File: config.mk
export PLATFORM = sky130hd
export DESIGN_NAME = matrix_keypad_debounce
export DESIGN_NICKNAME = d
export VERILOG_FILES = /design/src/hdl/mkd_pkg.sv /design/src/hdl/mkd_decode.sv /design/src/hdl/mkd_track.sv /design/src/hdl/matrix_keypad_debounce.sv
export SDC_FILE = /design/constraint.sdc
export NUM_CORES = 1
export LEC_CHECK = 0
export ABC_AREA = 1
export BUFFER_PORTS_ARGS = -buffer_cell sky130_fd_sc_hd__buf_2
export CAP_MARGIN = 30
export CORE_AREA = 8 8 111 123
export CTS_BUF_LIST = sky130_fd_sc_hd__clkbuf_8
export DETAILED_ROUTE_END_ITERATION = 8
export DIE_AREA = 0 0 119 131
export PLACE_DENSITY = 0.84
export SETUP_SLACK_MARGIN = 0.3
export SYNTH_ARGS = -nofsm -noshare
export SYNTH_HDL_FRONTEND = slang
export SYNTH_SLANG_ARGS = --single-unit
File: constraint.sdc
create_clock -name clk -period 9.9 [get_ports clk]
set_clock_uncertainty 0.2 [all_clocks]
set_input_delay 2.97 -clock clk [delete_from_list [all_inputs] [get_ports clk]]
set_output_delay 2.97 -clock clk [all_outputs]
set_load 0.01 [all_outputs]
File: src/hdl/mkd_pkg.sv
// Package for the matrix keypad debounce block: item types, key record, keymap.
// No dependencies; used by every module under hdl.
`default_nettype none
package mkd_pkg;

  localparam int unsigned MatrixW  = 16;
  localparam int unsigned StampW   = 32;
  localparam int unsigned DebW     = 16;
  localparam int unsigned IdxW     = 4;
  localparam int unsigned CodeW    = 7;
  localparam logic [DebW-1:0] DebounceReset = 16'd20;

  typedef struct packed {
    logic [MatrixW-1:0] pressed_matrix;
    logic [StampW-1:0]  now_ms;
  } mkd_in_t;

  typedef struct packed {
    logic             key_valid;
    logic [CodeW-1:0] key_code;
    logic [IdxW-1:0]  key_index;
  } mkd_out_t;

  typedef struct packed {
    logic             single;
    logic [IdxW-1:0]  idx;
    logic [CodeW-1:0] code;
  } mkd_key_t;

  function automatic logic [CodeW-1:0] key_char(input logic [IdxW-1:0] idx);
    logic [CodeW-1:0] c;
    case (idx)
      4'd0:    c = 7'h31; // '1'
      4'd1:    c = 7'h32; // '2'
      4'd2:    c = 7'h33; // '3'
      4'd3:    c = 7'h41; // 'A'
      4'd4:    c = 7'h34; // '4'
      4'd5:    c = 7'h35; // '5'
      4'd6:    c = 7'h36; // '6'
      4'd7:    c = 7'h42; // 'B'
      4'd8:    c = 7'h37; // '7'
      4'd9:    c = 7'h38; // '8'
      4'd10:   c = 7'h39; // '9'
      4'd11:   c = 7'h43; // 'C'
      4'd12:   c = 7'h2A; // '*'
      4'd13:   c = 7'h30; // '0'
      4'd14:   c = 7'h23; // '#'
      4'd15:   c = 7'h44; // 'D'
      default: c = '0;
    endcase
    return c;
  endfunction

endpackage
`default_nettype wire

File: src/hdl/mkd_decode.sv
// Single-key qualifier: checks that exactly one matrix bit is set and encodes it.
// Depends on mkd_pkg (key record, keymap).
`default_nettype none
module mkd_decode (
  input  wire logic [mkd_pkg::MatrixW-1:0] matrix,
  output mkd_pkg::mkd_key_t                key
);
  import mkd_pkg::*;

  logic [IdxW-1:0] idx;

  always_comb begin
    idx = '0;
    for (int i = 0; i < MatrixW; i++) begin
      if (matrix[i]) begin
        idx = idx | IdxW'(i);
      end
    end
  end

  always_comb begin
    key.single = (matrix != '0) && ((matrix & (matrix - MatrixW'(1))) == '0);
    key.idx    = idx;
    key.code   = key_char(idx);
  end

endmodule
`default_nettype wire

File: src/hdl/mkd_track.sv
// Debounce state: candidate key, its stamp and the last reported key.
// Depends on mkd_pkg; forms the result for the item that advances this cycle.
`default_nettype none
module mkd_track (
  input  wire logic                       clk,
  input  wire logic                       rst,
  input  wire logic                       advance,
  input  wire mkd_pkg::mkd_key_t          key,
  input  wire logic [mkd_pkg::StampW-1:0] now_ms,
  input  wire logic [mkd_pkg::DebW-1:0]   debounce_ms,
  output mkd_pkg::mkd_out_t               result
);
  import mkd_pkg::*;

  logic              cand_valid, cand_valid_next;
  logic [IdxW-1:0]   cand_idx, cand_idx_next;
  logic [StampW-1:0] cand_stamp, cand_stamp_next;
  logic              rep_valid, rep_valid_next;
  logic [IdxW-1:0]   rep_idx, rep_idx_next;
  logic [StampW-1:0] elapsed;
  logic              settled;

  assign elapsed = now_ms - cand_stamp;
  assign settled = elapsed >= {{(StampW-DebW){1'b0}}, debounce_ms};

  always_comb begin
    cand_valid_next = cand_valid;
    cand_idx_next   = cand_idx;
    cand_stamp_next = cand_stamp;
    rep_valid_next  = rep_valid;
    rep_idx_next    = rep_idx;
    result          = '0;
    if (!key.single) begin
      cand_valid_next = 1'b0;
      rep_valid_next  = 1'b0;
    end else if (!cand_valid || cand_idx != key.idx) begin
      cand_valid_next = 1'b1;
      cand_idx_next   = key.idx;
      cand_stamp_next = now_ms;
    end else if (settled && !(rep_valid && rep_idx == key.idx)) begin
      rep_valid_next   = 1'b1;
      rep_idx_next     = key.idx;
      result.key_valid = 1'b1;
      result.key_code  = key.code;
      result.key_index = key.idx;
    end
  end

  always_ff @(posedge clk) begin
    if (rst) begin
      cand_valid <= 1'b0;
      rep_valid  <= 1'b0;
    end else if (advance) begin
      cand_valid <= cand_valid_next;
      rep_valid  <= rep_valid_next;
    end
  end

  always_ff @(posedge clk) begin
    if (advance) begin
      cand_idx   <= cand_idx_next;
      cand_stamp <= cand_stamp_next;
      rep_idx    <= rep_idx_next;
    end
  end

endmodule
`default_nettype wire

File: src/hdl/matrix_keypad_debounce.sv
// Top level of the 4x4 matrix keypad debounce block.
// Depends on mkd_pkg, mkd_decode and mkd_track.
//
// Each accepted poll item gives exactly one result item, once the output is
// free: an input register, then decode and debounce logic, then the result
// register. One poll is taken every cycle while the result side keeps up;
// in_ready follows out_ready through the two stages. debounce_ms resets
// to 20 and is written through the cfg channel, which is always ready;
// write it only while no poll is in flight.
`default_nettype none
module matrix_keypad_debounce (
  input  wire logic                        clk,
  input  wire logic                        rst,
  input  wire logic                        in_valid,
  output logic                             in_ready,
  input  wire mkd_pkg::mkd_in_t            in_data,
  output logic                             out_valid,
  input  wire logic                        out_ready,
  output mkd_pkg::mkd_out_t                out_data,
  input  wire logic                        cfg_valid,
  output logic                             cfg_ready,
  input  wire logic [mkd_pkg::DebW-1:0]    cfg_data
);
  import mkd_pkg::*;

  logic              s1_valid;
  mkd_in_t           s1_data;
  logic              advance;
  logic [DebW-1:0]   debounce_ms;
  mkd_key_t          key;
  mkd_out_t          result;

  assign advance   = s1_valid && (!out_valid || out_ready);
  assign in_ready  = !s1_valid || advance;
  assign cfg_ready = 1'b1;

  always_ff @(posedge clk) begin
    if (rst) begin
      debounce_ms <= DebounceReset;
    end else if (cfg_valid) begin
      debounce_ms <= cfg_data;
    end
  end

  always_ff @(posedge clk) begin
    if (rst) begin
      s1_valid  <= 1'b0;
      out_valid <= 1'b0;
    end else begin
      if (in_ready) begin
        s1_valid <= in_valid;
      end
      if (advance) begin
        out_valid <= 1'b1;
      end else if (out_ready) begin
        out_valid <= 1'b0;
      end
    end
  end

  always_ff @(posedge clk) begin
    if (in_ready && in_valid) begin
      s1_data <= in_data;
    end
    if (advance) begin
      out_data <= result;
    end
  end

  mkd_decode u_decode (
    .matrix (s1_data.pressed_matrix),
    .key    (key)
  );

  mkd_track u_track (
    .clk         (clk),
    .rst         (rst),
    .advance     (advance),
    .key         (key),
    .now_ms      (s1_data.now_ms),
    .debounce_ms (debounce_ms),
    .result      (result)
  );

endmodule
`default_nettype wire

---- Word-level counts from Yosys, hierarchy flattened ----
Memory sizes are Yosys's and may differ from the RTL's.
Cells that the tools add are included.
cells by class
  bitwise operators ....................... 4
  $lt $le $gt $ge ......................... 1
  add/subtract/negate cells ............... 2
  muxes and demuxes ....................... 23
  reduce and logical (&&, ||, !) cells .... 21
  eq/ne operators ......................... 5
operator list
  kind                     count
  $ge A32 B16 Y1           1
  $mux W4                  8
  $sub A32 B32 Y32         1
  $and A16 B16 Y16         1
  $logic_not A16 Y1        1
  $reduce_bool A16 Y1      1
  $sub A16 B1 Y16 const B  1
  $mux W12                 1
  $mux W3                  4
  $mux W1                  8
  $ne A2 B2 Y1 const B     3
  $reduce_and A3 Y1        2
  $logic_and A1 B1 Y1      5
  $eq A4 B4 Y1             1
  $logic_not A1 Y1         4
  $mux W2                  2
  $ne A4 B4 Y1             1
  $reduce_and A4 Y1        1
  $logic_or A1 B1 Y1       3
  $not A1 Y1               3
  $reduce_or A3 Y1         1
  $reduce_and A2 Y1        1
  $reduce_bool A2 Y1       1
  $reduce_or A2 Y1         1
storage, ports and cells
  bits in registers ....................... 120
  word-level logic and storage cells ...... 70
  output and inout port bits .............. 15
  ROM bits ................................ 112
  memories kept ........................... 1
memory list
  memory            depth  bits a word  read ports  clocked after memory_dff  wr ports  RTL line       text
  (name not given)  16     7            1           0                         0         mkd_pkg.sv:32  case (idx)

---- Longest topological paths before layout ----
Gate-level depths: netlist of the first run.
  word-level depth ........................ 22
  depth in mapped cells ................... 25
  gate-level depth less buffers ........... 25

---- Hierarchy ----
From an unflattened synthesis of the first run, not the netlist that was laid out.
unflattened totals
  cells, all modules ...................... 1001
  area total of the unflattened synthesis .. 7736.2 µm²
modules (own cells, without submodules)
  module                  instances  area an instance (µm²)  cells each  sequential area each (µm²)
  mkd_track               1          4650.7                  742         1241.2
  matrix_keypad_debounce  1          2484.9                  143         2162.1
  mkd_decode              1          600.6                   116         0.0

---- Worst setup path before layout of the first run ----
OpenSTA, ideal clock, no wires.
  kind .................................... input -> output
  start ................................... input port out_ready
  end ..................................... output port in_ready
  stages .................................. 2
  required time ........................... 6730 ps
  arrival time ............................ 3154 ps
  setup slack ............................. 3576 ps
  path through ............................ inv_1 -> nand3_1
on the way
  longest elaborated chain between the ends .. 3
ends and longest elaborated chain
  what                 RTL line                      text
  start: declaration   matrix_keypad_debounce.sv:18  input wire logic out_ready,
  $logic_or A1 B1 Y1   matrix_keypad_debounce.sv:33  assign advance = s1_valid && (!out_valid || out_ready);
  $logic_and A1 B1 Y1  matrix_keypad_debounce.sv:33
  $logic_or A1 B1 Y1   matrix_keypad_debounce.sv:34  assign in_ready = !s1_valid || advance;
  end: declaration     matrix_keypad_debounce.sv:15  output logic in_ready,
No other way between the ends.

---- Final worst setup path of the first run ----
Ends and elaborated chain as after synthesis.

==> impl_results.md, run 1 <==
* Status: completed
* Final #Nets at 1131
* Initial standard-cell utilization of the core at 63.09%
* Number of antenna diodes at 0
* Placement-stage worst setup slack at 3.324 ns
* Count of boundary I/O pins at 84
* Site Rows at 42
* Final core utilization at 71.95%
* Clock tree buffer depth at 2
* Count of vias placed by the detailed router at 5951
* Worst VDD drop at 0.0001321 V
* Number of clock sinks at 120
* Clock root buffer master: sky130_fd_sc_hd__clkbuf_8
* Initial antenna violation count at 0
* Switching power at 298.6 uW
* Vias in the first global route at 5812
* Largest fanout on the critical path at 3
* Cell area after technology mapping at 7393 um2
* Final GP Congestion at 0.9288
* Met1 routed wirelength after detailed routing at 7050 um
* Number of enable-type register cells in the synthesized netlist at 100
* Top library cells by usage in the layout, fill and taps aside: sky130_fd_sc_hd__nand2_1, sky130_fd_sc_hd__inv_1, sky130_fd_sc_hd__edfxtp_1
* Area growth from synthesis to final layout at 14.05%
* Die Footprint at 15590 um2
* Min-Delay Path Class: flip-flop to flip-flop
* CP Capture Type: output pin
* Post-CTS Repair Setup Buffers at 0
* Cell count after synthesis at 911
* Number of nets produced by synthesis at 1034
* Wire length of the first global-routing pass at 26480 um
* Number of H-tree branching levels at 4
* Share of power burned in the clock network at 39.3%
* Internal power component at 889.0 uW
* Total length of routed met2 wires at 7723 um
* Clock tree from TritonCTS: built
* Primary flip-flop cell chosen by synthesis mapping: sky130_fd_sc_hd__edfxtp_1
* Relative slew margins at 43.82%
* Actual transition at the worst max-transition pin at 0.8397 ns
* CTS Hold Buffers Added at 0
* Number of nets with antenna violations after detailed routing at 0
* Overall routing resource usage at 21.59%
* Latest clock arrival within the worst-skew pair at 0.45 ns
* GR Overflow Total at 0
* Dpl hpwl at 12500 um
* Fmax at 151.5 MHz
* Port Buf Inserts at 82
* Clock period minus final worst setup slack at 6.602 ns
* Critical path class: input port to output pin
* Clk slew on worst S/H paths at 0.07 ns
* Maximum capacitance violations at 0
* Cts bufs inserted at 17
* Resize count post-CTS at 0
* X dimension of the die at 119 um
* Commonest non-fill, non-tap cell in the layout: sky130_fd_sc_hd__nand2_1
* Aggregate routed wire length at 16000 um
* Core ar. at 11720 um2
* Switching portion of total power at 25.15%
* Length of the first detailed-routing pass in iterations at 5
* Setup slack of the critical path after layout at 3.298 ns
* Total negative slack for setup checks at 0 ns
* Synthesized area divided by synthesized cell count at 8.116 um2
* Sequential Power Share at 48.4%
* Pins over their slew limit at 0
* Fraction of registers with async set or reset after synthesis at 0%
* Maximum number of pins on one net before global-route repair at 49
* Number of inserted filler cells in the final layout at 944
* Detailed-route DRC error count at 0
* Final Setup Violations at 0
* Via density per instance at 5.065
* Topmost layer with routed signal wires: met4
* Startpoint types: input port
* Final Cycle Share at 66.69%
* Share of total power in combinational logic at 12.3%
* Arr. time, crit path at 3.43 ns
* Static Leak at 0.004154 uW
* Number of distinct library cell variants in the gate-level netlist after synthesis at 41
* Share of post-route cells with drive strength above 1 at 16.85%
* Violation count after the first detailed-routing iteration at 284
* Final number of hold-violating endpoints at 0
* Height of the die at 131 um
* Amount of wire on met3 after detailed routing at 954 um
* Wire length per cell after detailed routing at 13.61 um
* Critical Path RT at 6.73 ns
* Fraction of the yosys area taken by sequential cells at 46.03%
* Unrepaired setup endpoints after global routing: no
* Power density over the cells at 140.9 nW/um2
* #FFs+latches synth at 120
* Yosys warning total at 0
## path summary, 6_finish.rpt
check	cells past startpoint	endpoint	slack, ns	from
setup reg to reg	21	out_data[7]	5.92	s1_data[10]
hold reg to reg	0	u_track.cand_stamp[0]	0.24	s1_data[0]
setup / recovery	4	in_ready	3.30	out_ready
hold / removal	0	u_track.cand_stamp[0]	0.24	s1_data[0]
## cells by family after synthesis
kind of cell             after synthesis  synth area share, %
XOR/XNOR                              19                2.251
AO/OA/AOI/OAI                         95                7.260
AND/OR/NAND/NOR                      424                24.83
adder cells (fa/ha/maj)               55                9.376
buffers and inverters                197                10.20
other                                  1              0.05072
flip-flops                           120                46.03
## cell type report
cell class,instances,area [um2],area share [%]
flip-flops and latches,120,3403,40.36
multi-input cells,594,3243,38.46
inverters,191,716.9,8.503
repair buffers,84,450.4,5.342
clock buffers,20,275.3,3.265
well taps,154,192.7,2.285
clock inverters,12,150.1,1.781
## synth_stat cells (3+ instances only)
cell type                  count  share of area, %
sky130_fd_sc_hd__clkbuf_1      3              0.15
sky130_fd_sc_hd__nor2_1       65               3.3
sky130_fd_sc_hd__o21ai_0      27               1.8
sky130_fd_sc_hd__nor2_2       18               1.5
sky130_fd_sc_hd__dfxtp_1      20               5.4
sky130_fd_sc_hd__xnor2_1       5              0.59
sky130_fd_sc_hd__nand3b_1      3              0.30
sky130_fd_sc_hd__nand3_1      34               2.3
sky130_fd_sc_hd__nand3_2       5              0.68
sky130_fd_sc_hd__and2_1        3              0.25
sky130_fd_sc_hd__ha_1         53               9.0
sky130_fd_sc_hd__a21oi_2       3              0.36
sky130_fd_sc_hd__nor3_1       10              0.68
sky130_fd_sc_hd__nand2_1     256                13
sky130_fd_sc_hd__inv_2        11              0.56
sky130_fd_sc_hd__nand4_1      13               1.1
sky130_fd_sc_hd__inv_1       180               9.1
sky130_fd_sc_hd__a211oi_1      5              0.51
sky130_fd_sc_hd__edfxtp_1    100                41
sky130_fd_sc_hd__xor2_1       14               1.7
sky130_fd_sc_hd__nand2_2      12               1.0
sky130_fd_sc_hd__a21oi_1      49               3.3
## worst max-delay path: stages
cell	delay, ns
sky130_fd_sc_hd__buf_2	0.11
sky130_fd_sc_hd__inv_1	0.07
sky130_fd_sc_hd__nand3_1	0.12
sky130_fd_sc_hd__buf_2	0.17
## flip-flops by register name (all words and copies together) (netlist names)
signal and cells:
s1_data 48, u_track.cand_stamp 32, debounce_ms 16, out_data 12
u_track.cand_idx 4, u_track.rep_idx 4, out_valid 1, s1_valid 1
u_track.cand_valid 1, u_track.rep_valid 1
## metal layers
layer  GRT usage (%)  vias to the layer above
met3           6.360                       25
met5               0                        -
met4           8.712                        0
met1           25.01                     2678
li1                -                     3098
met2           37.05                      150
## stage by stage
| stage | power [uW] | hold WS (ns) | std cells | area (um2) |
|---|---|---|---|---|
| after floorplan | 684.5 | 0.2264 | 911 | 7393 |
| after global placement | 724.3 | 0.2475 | 1141 | 7966 |
| after detailed placement | 729.2 | 0.2375 | 1141 | 7966 |
| after CTS | 1196 | 0.2452 | 1173 | 8392 |
| after global routing | 1240 | 0.2534 | 1175 | 8432 |
| final | 1188 | 0.2437 | 1175 | 8432 |
## power groups by stage
stage          Sequential, uW  Combinational, uW  Clock [uW]
2_1_floorplan             584                100           0
5_1_grt                   576                167         497
6_report                  575                146         467
4_1_cts                   575                145         475
3_5_place_dp              586                143           0
3_3_place_gp              585                139           0
(Power assumes the default switching activity.)
==> run 2: changes to the inputs <==
- CORE_AREA: 8 8 111 123 -> 8 8 120 133
- DIE_AREA: 0 0 119 131 -> 0 0 128 141
- PLACE_DENSITY: 0.84 -> 0.76
- clock period: 9.9 -> 5.29 ns (I/O delays scaled with it)
==> run 2 against run 1 <==
  * Die area grew 16%
  * Core utilization fell by 10 points
  * Hold slack better by 0.012 ns
  * Count of clock-buffer cells in the layout is 3 lower
  * Wire length grew 0.16%
  * Total power grew 81%
  * First-iteration DRC count up 20%
  * Via count grew 0.60%
  * Cell area barely moved
  * Final cell count rose by 3.0%
==> impl_results.md, run 2 (synthesized netlist as in run 1, its figures left out) <==
* Pins over their slew limit at 0 (unchanged)
* CTS Hold Buffers Added at 0 (unchanged)
* Final GP Congestion at 0.9062 (-2.4%)
* Static Leak at 0.004143 uW (-0.26%)
* Number of nets with antenna violations after detailed routing at 0 (unchanged)
* Critical path class: flip-flop to flip-flop
* Violation count after the first detailed-routing iteration at 340 (+20%)
* Maximum capacitance violations at 0 (unchanged)
* Internal power component at 1580 uW (+78%)
* Fmax at 261.1 MHz
* Count of boundary I/O pins at 84 (unchanged)
* Clock period minus final worst setup slack at 3.830 ns
* Final #Nets at 1131 (unchanged)
* Arr. time, crit path at 3.80 ns (+0.37 ns)
* Critical Path RT at 5.26 ns (-1.47 ns)
* Maximum number of pins on one net before global-route repair at 37 (-24%)
* Total power draw at 2151 uW (+81%)
* Library cell appearing most often on the critical path: sky130_fd_sc_hd__nand2_1
* Relative slew margins at 42.40% (-1.4 points)
* Unrepaired setup endpoints after global routing: no
* CP Capture Type: flip-flop
* Max incr delay on CP at 0.41 ns (+0.24 ns)
* Via density per instance at 4.948 (-2.3%)
* Post-placement cell count at 1176 (+3.1%)
* Initial antenna violation count at 1 (+1)
* Share of total power in combinational logic at 12.5% (+0.2 points)
* Max FFs per register at 48 (unchanged)
* Clock tree from TritonCTS: built
* Post-CTS Repair Setup Buffers at 0 (unchanged)
* Largest fanout on the critical path at 11 (+8)
* Cts bufs inserted at 17 (unchanged)
* Master of the slowest instance on the critical path: sky130_fd_sc_hd__ha_1
* Share of post-route cells with drive strength above 1 at 16.65% (-0.20 points)
* Sequential Power Share at 50.0% (+1.6 points)
* Detailed-route DRC error count at 0 (unchanged)
* Overall routing resource usage at 18.92% (-2.7 points)
* Area growth from synthesis to final layout at 14.10% (about the same)
* Leading registers by flop count: s1_data x48, u_track.cand_stamp x32, debounce_ms x16
* Largest Register: s1_data
* Length of the first detailed-routing pass in iterations at 7 (+2)
* Final number of hold-violating endpoints at 0 (unchanged)
* Clock root buffer master: sky130_fd_sc_hd__clkbuf_8
* Startpoint types: flip-flop
* Number of clock sinks at 120 (unchanged)
* Die Footprint at 18050 um2 (+16%)
* Dpl hpwl at 12730 um (+1.8%)
* Port Buf Inserts at 82 (unchanged)
* Status: completed
* Clock tree buffer depth at 2 (unchanged)
* Worst VDD drop at 0.0002411 V (+82%)
* Latest clock arrival within the worst-skew pair at 0.45 ns (about the same)
* Actual transition at the worst max-transition pin at 0.8608 ns (+0.02113 ns)
* Count of placed standard cells in the final layout, fillers left out at 1210 (+3.0%)
* Number of H-tree branching levels at 4 (unchanged)
* Switching power at 570.9 uW (+91%)
* Resize count post-CTS at 0 (unchanged)
* Wire length of the first global-routing pass at 27010 um (+2.0%)
* Aggregate routed wire length at 16020 um (+0.16%)
* Final Setup Violations at 0 (unchanged)
* Switching portion of total power at 26.54% (+1.4 points)
* Delay-heaviest family, CP: simple AND/OR/NAND/NOR gates
* Total negative slack for setup checks at 0 ns (unchanged)
* GR Overflow Total at 0 (unchanged)
* Critical path buffer and inverter count at 1 (-2)
* Initial standard-cell utilization of the core at 54.26% (-8.8 points)
* Share of power burned in the clock network at 37.5% (-1.8 points)
* Power density over the cells at 255.0 nW/um2 (+81%)
* Top library cells by usage in the layout, fill and taps aside: sky130_fd_sc_hd__nand2_1, sky130_fd_sc_hd__inv_1, sky130_fd_sc_hd__edfxtp_1
* Sequence of cells on the critical path: ha_1 -> nand2_1 -> nand2_1 -> inv_2 -> nand2_4 -> nand2_1 -> nand2_2 -> nand2_1 -> nand2_1 -> xor2_1 -> ha_1 -> a21oi_1 -> nor2_1 -> a211oi_1 -> nand2_1 -> nor2_1 -> nand3_1 -> nor2_1 -> nand2_1 -> nor2_2 -> a21boi_2 -> nand2_2 -> nor3_1
* X dimension of the die at 128 um (+7.6%)
* Clk slew on worst S/H paths at 0.08 ns (about the same)
* Count of vias placed by the detailed router at 5987 (+0.60%)
* Site Rows at 45 (+7.1%)
* Core ar. at 13630 um2 (+16%)
* Final Cycle Share at 72.41%
* Min-Delay Path Class: flip-flop to flip-flop
* Wire length per cell after detailed routing at 13.24 um (-2.7%)
* Height of the die at 141 um (+7.6%)
* Commonest non-fill, non-tap cell in the layout: sky130_fd_sc_hd__nand2_1
* Vias in the first global route at 5763 (-0.84%)
run 2: area by class of cell:
cell class | count | area (um2)
Fill cell | 1253 | 5190
Sequential cell | 120 | 3403
Multi-Input combinational cell | 594 | 3243
Inverter | 191 | 716.9
Timing Repair Buffer | 84 | 450.4
Tap cell | 188 | 235.2
Clock buffer | 17 | 234.0
Clock inverter | 15 | 150.1
Antenna cell | 1 | 2.502
run 2: worst paths after layout:
kind	startpoint	end	slack, ns	cells past startpoint
worst max-delay path	s1_data[2]	out_data[7]	1.46	23
worst min-delay path	s1_data[26]	u_track.cand_stamp[26]	0.26	0
worst max register to register	s1_data[2]	out_data[7]	1.46	23
worst min register to register	s1_data[26]	u_track.cand_stamp[26]	0.26	0
run 2: power by group through the flow:
stage,Sequential (uW),Clock (uW),Combinational (uW)
floorplan,1090,0,188
global placement,1100,0,262
detailed placement,1100,0,269
CTS,1080,830,271
global route,1080,863,314
finish,1080,806,270
run 2: stage by stage:
| step | hold slack [ns] | utilization (%) | cell area [um2] | setup slack [ns] |
|---|---|---|---|---|
| 3_5_place_dp | 0.2430 | 58.93 | 8029 | 1.356 |
| 2_1_floorplan | 0.2264 | - | 7393 | 0.9221 |
| 5_1_grt | 0.2740 | 61.89 | 8433 | 0.9455 |
| 6_report | 0.2559 | 61.91 | 8436 | 1.460 |
| 3_3_place_gp | 0.2362 | 58.78 | 8009 | 1.417 |
| 4_1_cts | 0.2598 | 61.74 | 8413 | 1.485 |
run 2: worst reg2reg max path, stage by stage (launching register included):
cell                       delay [ns]
sky130_fd_sc_hd__edfxtp_1        0.40
sky130_fd_sc_hd__ha_1            0.41
sky130_fd_sc_hd__nand2_1         0.08
sky130_fd_sc_hd__nand2_1         0.09
sky130_fd_sc_hd__inv_2           0.05
sky130_fd_sc_hd__nand2_4         0.07
sky130_fd_sc_hd__nand2_1         0.06
sky130_fd_sc_hd__nand2_2         0.10
sky130_fd_sc_hd__nand2_1         0.07
sky130_fd_sc_hd__nand2_1         0.09
sky130_fd_sc_hd__xor2_1          0.18
sky130_fd_sc_hd__ha_1            0.27
sky130_fd_sc_hd__a21oi_1         0.20
sky130_fd_sc_hd__nor2_1          0.06
sky130_fd_sc_hd__a211oi_1        0.20
sky130_fd_sc_hd__nand2_1         0.08
sky130_fd_sc_hd__nor2_1          0.10
sky130_fd_sc_hd__nand3_1         0.07
sky130_fd_sc_hd__nor2_1          0.09
sky130_fd_sc_hd__nand2_1         0.07
sky130_fd_sc_hd__nor2_2          0.15
sky130_fd_sc_hd__a21boi_2        0.11
sky130_fd_sc_hd__nand2_2         0.29
sky130_fd_sc_hd__nor3_1          0.08
run 2: layer usage:
metal / track usage [%] / vias up / routed length [um]
li1: - / 3102 / -
met1: 23.43 / 2681 / 7202
met2: 30.88 / 180 / 7403
met3: 4.942 / 22 / 1126
met4: 7.206 / 2 / 276
met5: 0 / - / 13
==> run 3: changes to the inputs <==
- ABC_AREA: 1 -> 0
- CORE_AREA: 8 8 120 133 -> 8 8 110 122
- DIE_AREA: 0 0 128 141 -> 0 0 118 130
- PLACE_DENSITY: 0.76 -> 0.8
- clock period: 5.29 -> 3.7 ns (I/O delays scaled with it)
==> run 3 against run 2 <==
  * The run now ends with setup timing left
  * Non-clock buffer count increased by 90
  * Area after synthesis shrank 8.4%
  * Via count fell by 8.9%
  * Total power up 45%
  * Largest cell class unchanged
  * Count of clock-buffer cells in the layout did not move
  * Worst setup slack lost 1.9 ns
  * Hold slack better by 0.0078 ns
  * Synthesized cell count is 31% lower
  * Fmax shrank 8.1%
  * Core utilization grew 14 points
==> impl_results.md, run 3 <==
* #FFs+latches synth at 120 (unchanged)
* Primary flip-flop cell chosen by synthesis mapping: sky130_fd_sc_hd__edfxtp_1
* Startpoint types: flip-flop
* Clk slew on worst S/H paths at 0.07 ns (about the same)
* Final GP Congestion at 0.9548 (+5.4%)
* Yosys warning total at 0 (unchanged)
* Post-placement cell count at 931 (-21%)
* Static Leak at 0.003600 uW (-13%)
* Wire length per cell after detailed routing at 17.01 um (+28%)
* Cell type with the highest aggregate area in the netlist: sky130_fd_sc_hd__edfxtp_1
* Delay-heaviest family, CP: compound AO/OA/AOI/OAI gates
* GR Overflow Total at 0 (unchanged)
* Wire length of the first global-routing pass at 27150 um (+0.54%)
* Final core utilization at 75.55% (+14 points)
* Initial standard-cell utilization of the core at 59.73% (+5.5 points)
* Critical Path RT at 3.65 ns (-1.61 ns)
* Number of antenna diodes at 0 (-1)
* Violated checks: setup timing
* Die Footprint at 15340 um2 (-15%)
* Largest cells by area after synthesis: sky130_fd_sc_hd__edfxtp_1, sky130_fd_sc_hd__ha_1, sky130_fd_sc_hd__dfxtp_1, sky130_fd_sc_hd__inv_1, sky130_fd_sc_hd__a21oi_1
* Arr. time, crit path at 4.12 ns (+0.32 ns)
* Dpl hpwl at 12390 um (-2.7%)
* Master of the slowest instance on the critical path: sky130_fd_sc_hd__edfxtp_1
* Overall routing resource usage at 22.32% (+3.4 points)
* Unrepaired setup endpoints after global routing: yes
* Vias in the first global route at 5720 (-0.75%)
* Initial antenna violation count at 0 (-1)
* Final #Nets at 932 (-18%)
* CP Capture Type: flip-flop
* Number of nets with antenna violations after detailed routing at 0 (unchanged)
* Largest fanout on the critical path at 13 (+2)
* Fraction of registers with async set or reset after synthesis at 0% (unchanged)
* Clock tree buffer depth at 2 (unchanged)
* Power density over the cells at 365.1 nW/um2 (+43%)
* Status: finished with violations
* Sequence of cells on the critical path: ha_4 -> nor2b_4 -> o2111ai_2 -> buf_4 -> buf_4 -> a211oi_2 -> nor2_1 -> xnor2_1 -> ha_1 -> nand4_1 -> a211oi_2 -> o21ai_1 -> buf_4 -> nand4_1 -> nor4b_4 -> a311o_2 -> buf_12 -> nor2_4
* Commonest non-fill, non-tap cell in the layout: sky130_fd_sc_hd__edfxtp_1
* Share of post-route cells with drive strength above 1 at 29.81% (+13 points)
* Relative slew margins at 58.78% (+16 points)
* Violation count after the first detailed-routing iteration at 352 (+3.5%)
* Largest Register: s1_data
* Pins over their slew limit at 0 (unchanged)
* Min-Delay Path Class: flip-flop to flip-flop
* Number of inserted filler cells in the final layout at 769 (-39%)
* Port Buf Inserts at 82 (unchanged)
* Placement-stage worst setup slack at -0.5946 ns (-1.950 ns)
* Area growth from synthesis to final layout at 26.50%
* Most frequent cell after synthesis: sky130_fd_sc_hd__edfxtp_1
* Height of the die at 130 um (-7.8%)
* Cts bufs inserted at 17 (unchanged)
* Number of enable-type register cells in the synthesized netlist at 100 (unchanged)
* Number of clock sinks at 120 (unchanged)
* Library cell appearing most often on the critical path: sky130_fd_sc_hd__buf_4
* Top cells by instance count after synthesis: sky130_fd_sc_hd__edfxtp_1, sky130_fd_sc_hd__inv_1, sky130_fd_sc_hd__ha_1
* Aggregate routed wire length at 16530 um (+3.2%)
* Cell count after synthesis at 631 (-31%)
* Total power draw at 3128 uW (+45%)
* Critical path buffer and inverter count at 4 (+3)
* Final Cycle Share at 112.7% (+40 points)
* Via density per instance at 5.612 (+13%)
* Max FFs per register at 48 (unchanged)
* Worst VDD drop at 0.0003041 V (+26%)
* Length of the first detailed-routing pass in iterations at 7 (unchanged)
* Maximum capacitance violations at 0 (unchanged)
* Critical path class: flip-flop to flip-flop
* Leading registers by flop count: s1_data x48, u_track.cand_stamp x32, debounce_ms x16
* Number of nets produced by synthesis at 754 (-27%)
* Final number of hold-violating endpoints at 0 (unchanged)
* Area share of the largest cell type after synthesis at 44.35% (+3.7 points)
* Total placed instance area at 8029 um2 (unchanged)
* Clock period minus final worst setup slack at 4.169 ns (+0.3385 ns)
* Actual transition at the worst max-transition pin at 0.6183 ns (-0.2425 ns)
* Final Setup Violations at 17 (+17)
* Fmax at 239.9 MHz (-8.1%)
* Synthesized area divided by synthesized cell count at 10.73 um2 (+32%)
* Top library cells by usage in the layout, fill and taps aside: sky130_fd_sc_hd__edfxtp_1, sky130_fd_sc_hd__buf_4, sky130_fd_sc_hd__buf_2
* Number of distinct library cell variants in the gate-level netlist after synthesis at 71 (+73%)
* Max incr delay on CP at 0.44 ns (+0.03 ns)
* Latest clock arrival within the worst-skew pair at 0.44 ns (about the same)
* Clock root buffer master: sky130_fd_sc_hd__clkbuf_8
* Setup slack of the critical path after layout at -0.4688 ns (-1.928 ns)
* Maximum number of pins on one net before global-route repair at 28 (-24%)
* Core ar. at 11340 um2 (-17%)
* Fraction of the yosys area taken by sequential cells at 50.26% (+4.2 points)
* X dimension of the die at 118 um (-7.8%)
* Count of boundary I/O pins at 84 (unchanged)
* Design area at 8566 um2 (+1.5%)
* Count of vias placed by the detailed router at 5455 (-8.9%)
* Clock tree from TritonCTS: built
* Number of H-tree branching levels at 4 (unchanged)
* Detailed-route DRC error count at 0 (unchanged)
* Count of placed standard cells in the final layout, fillers left out at 972 (-20%)
* CTS Hold Buffers Added at 0 (unchanged)
* Site Rows at 41 (-8.9%)
* Cell area after technology mapping at 6771 um2 (-8.4%)
run 3: cell count changes after synthesis, sizes merged, moves of 6 or more:
cell	change
a21oi	-7
mux2i	+20
nand3	-23
xnor2	+15
o21a	+9
nor2	-28
nand2b	+8
a21o	+8
or3	+6
nor2b	+10
nand2	-233
inv	-127
run 3: layer usage:
metal,GRT usage (%),vias to the layer above,share of wire [%]
met3,5.961,37,5.3
met2,39.84,175,50
met4,10.33,0,2.8
li1,-,2666,-
met5,0,-,0
met1,24.65,2577,42
run 3: cell type report:
type                    count  area (um2)  area share (%)
inverters                  64       240.2           2.805
flip-flops and latches    120        3403           39.73
multi-input cells         432        3222           37.61
clock inverters            15       152.6           1.782
well taps                 150       187.7           2.191
repair buffers            174        1126           13.15
clock buffers              17       234.0           2.732
run 3: cell families after synthesis:
family	Yosys count	synth area share (%)
adders and majority gates	55	10.24
buffers and inverters	79	4.601
DFF	120	50.26
AOI/OAI and AO/OA	151	14.71
xor gates and xnor gates	30	3.991
and+or+nand+nor	173	12.86
other	1	0.05538
muxes	22	3.289
run 3: what timing repair did:
action	4_1_cts	5_1_grt
pin swaps	2	3
gates resized for setup	13	6
endpoints found under the setup margin	17	17
setup buffers	7	2
run 3: metrics by stage:
stage	setup TNS, ns	hold slack [ns]
2_1_floorplan	-7.747	0.2264
3_3_place_gp	-6.469	0.2320
6_report	-7.261	0.2636
3_5_place_dp	-9.512	0.2492
5_1_grt	-10.93	0.2796
4_1_cts	-7.036	0.2660
run 3: final timing paths:
| kind | start | endpoint | slack [ns] | depth (start not counted) |
|---|---|---|---|---|
| max | s1_data[1] | u_track.rep_idx[0] | -0.47 | 18 |
| min | s1_data[28] | u_track.cand_stamp[28] | 0.26 | 0 |
| max reg2reg | s1_data[1] | u_track.rep_idx[0] | -0.47 | 18 |
| min reg2reg | s1_data[28] | u_track.cand_stamp[28] | 0.26 | 0 |
run 3: worst reg2reg max path, cell delays in order (launching register included):
cell and delay (ns):
sky130_fd_sc_hd__edfxtp_1 0.44, sky130_fd_sc_hd__ha_4 0.30, sky130_fd_sc_hd__nor2b_4 0.16, sky130_fd_sc_hd__o2111ai_2 0.16, sky130_fd_sc_hd__buf_4 0.19, sky130_fd_sc_hd__buf_4 0.13, sky130_fd_sc_hd__a211oi_2 0.25, sky130_fd_sc_hd__nor2_1 0.10
sky130_fd_sc_hd__xnor2_1 0.17, sky130_fd_sc_hd__ha_1 0.35, sky130_fd_sc_hd__nand4_1 0.13, sky130_fd_sc_hd__a211oi_2 0.22, sky130_fd_sc_hd__o21ai_1 0.11, sky130_fd_sc_hd__buf_4 0.15, sky130_fd_sc_hd__nand4_1 0.13, sky130_fd_sc_hd__nor4b_4 0.07
sky130_fd_sc_hd__a311o_2 0.35, sky130_fd_sc_hd__buf_12 0.16, sky130_fd_sc_hd__nor2_4 0.12
run 3: power by group:
part	switching (uW)	leakage [uW]	internal (uW)	total (uW)
logic	238	0.00232	211	449
registers	30.0	0.00108	1510	1540
clock network	538	0.000193	597	1130
total	806	0.00360	2320	3130
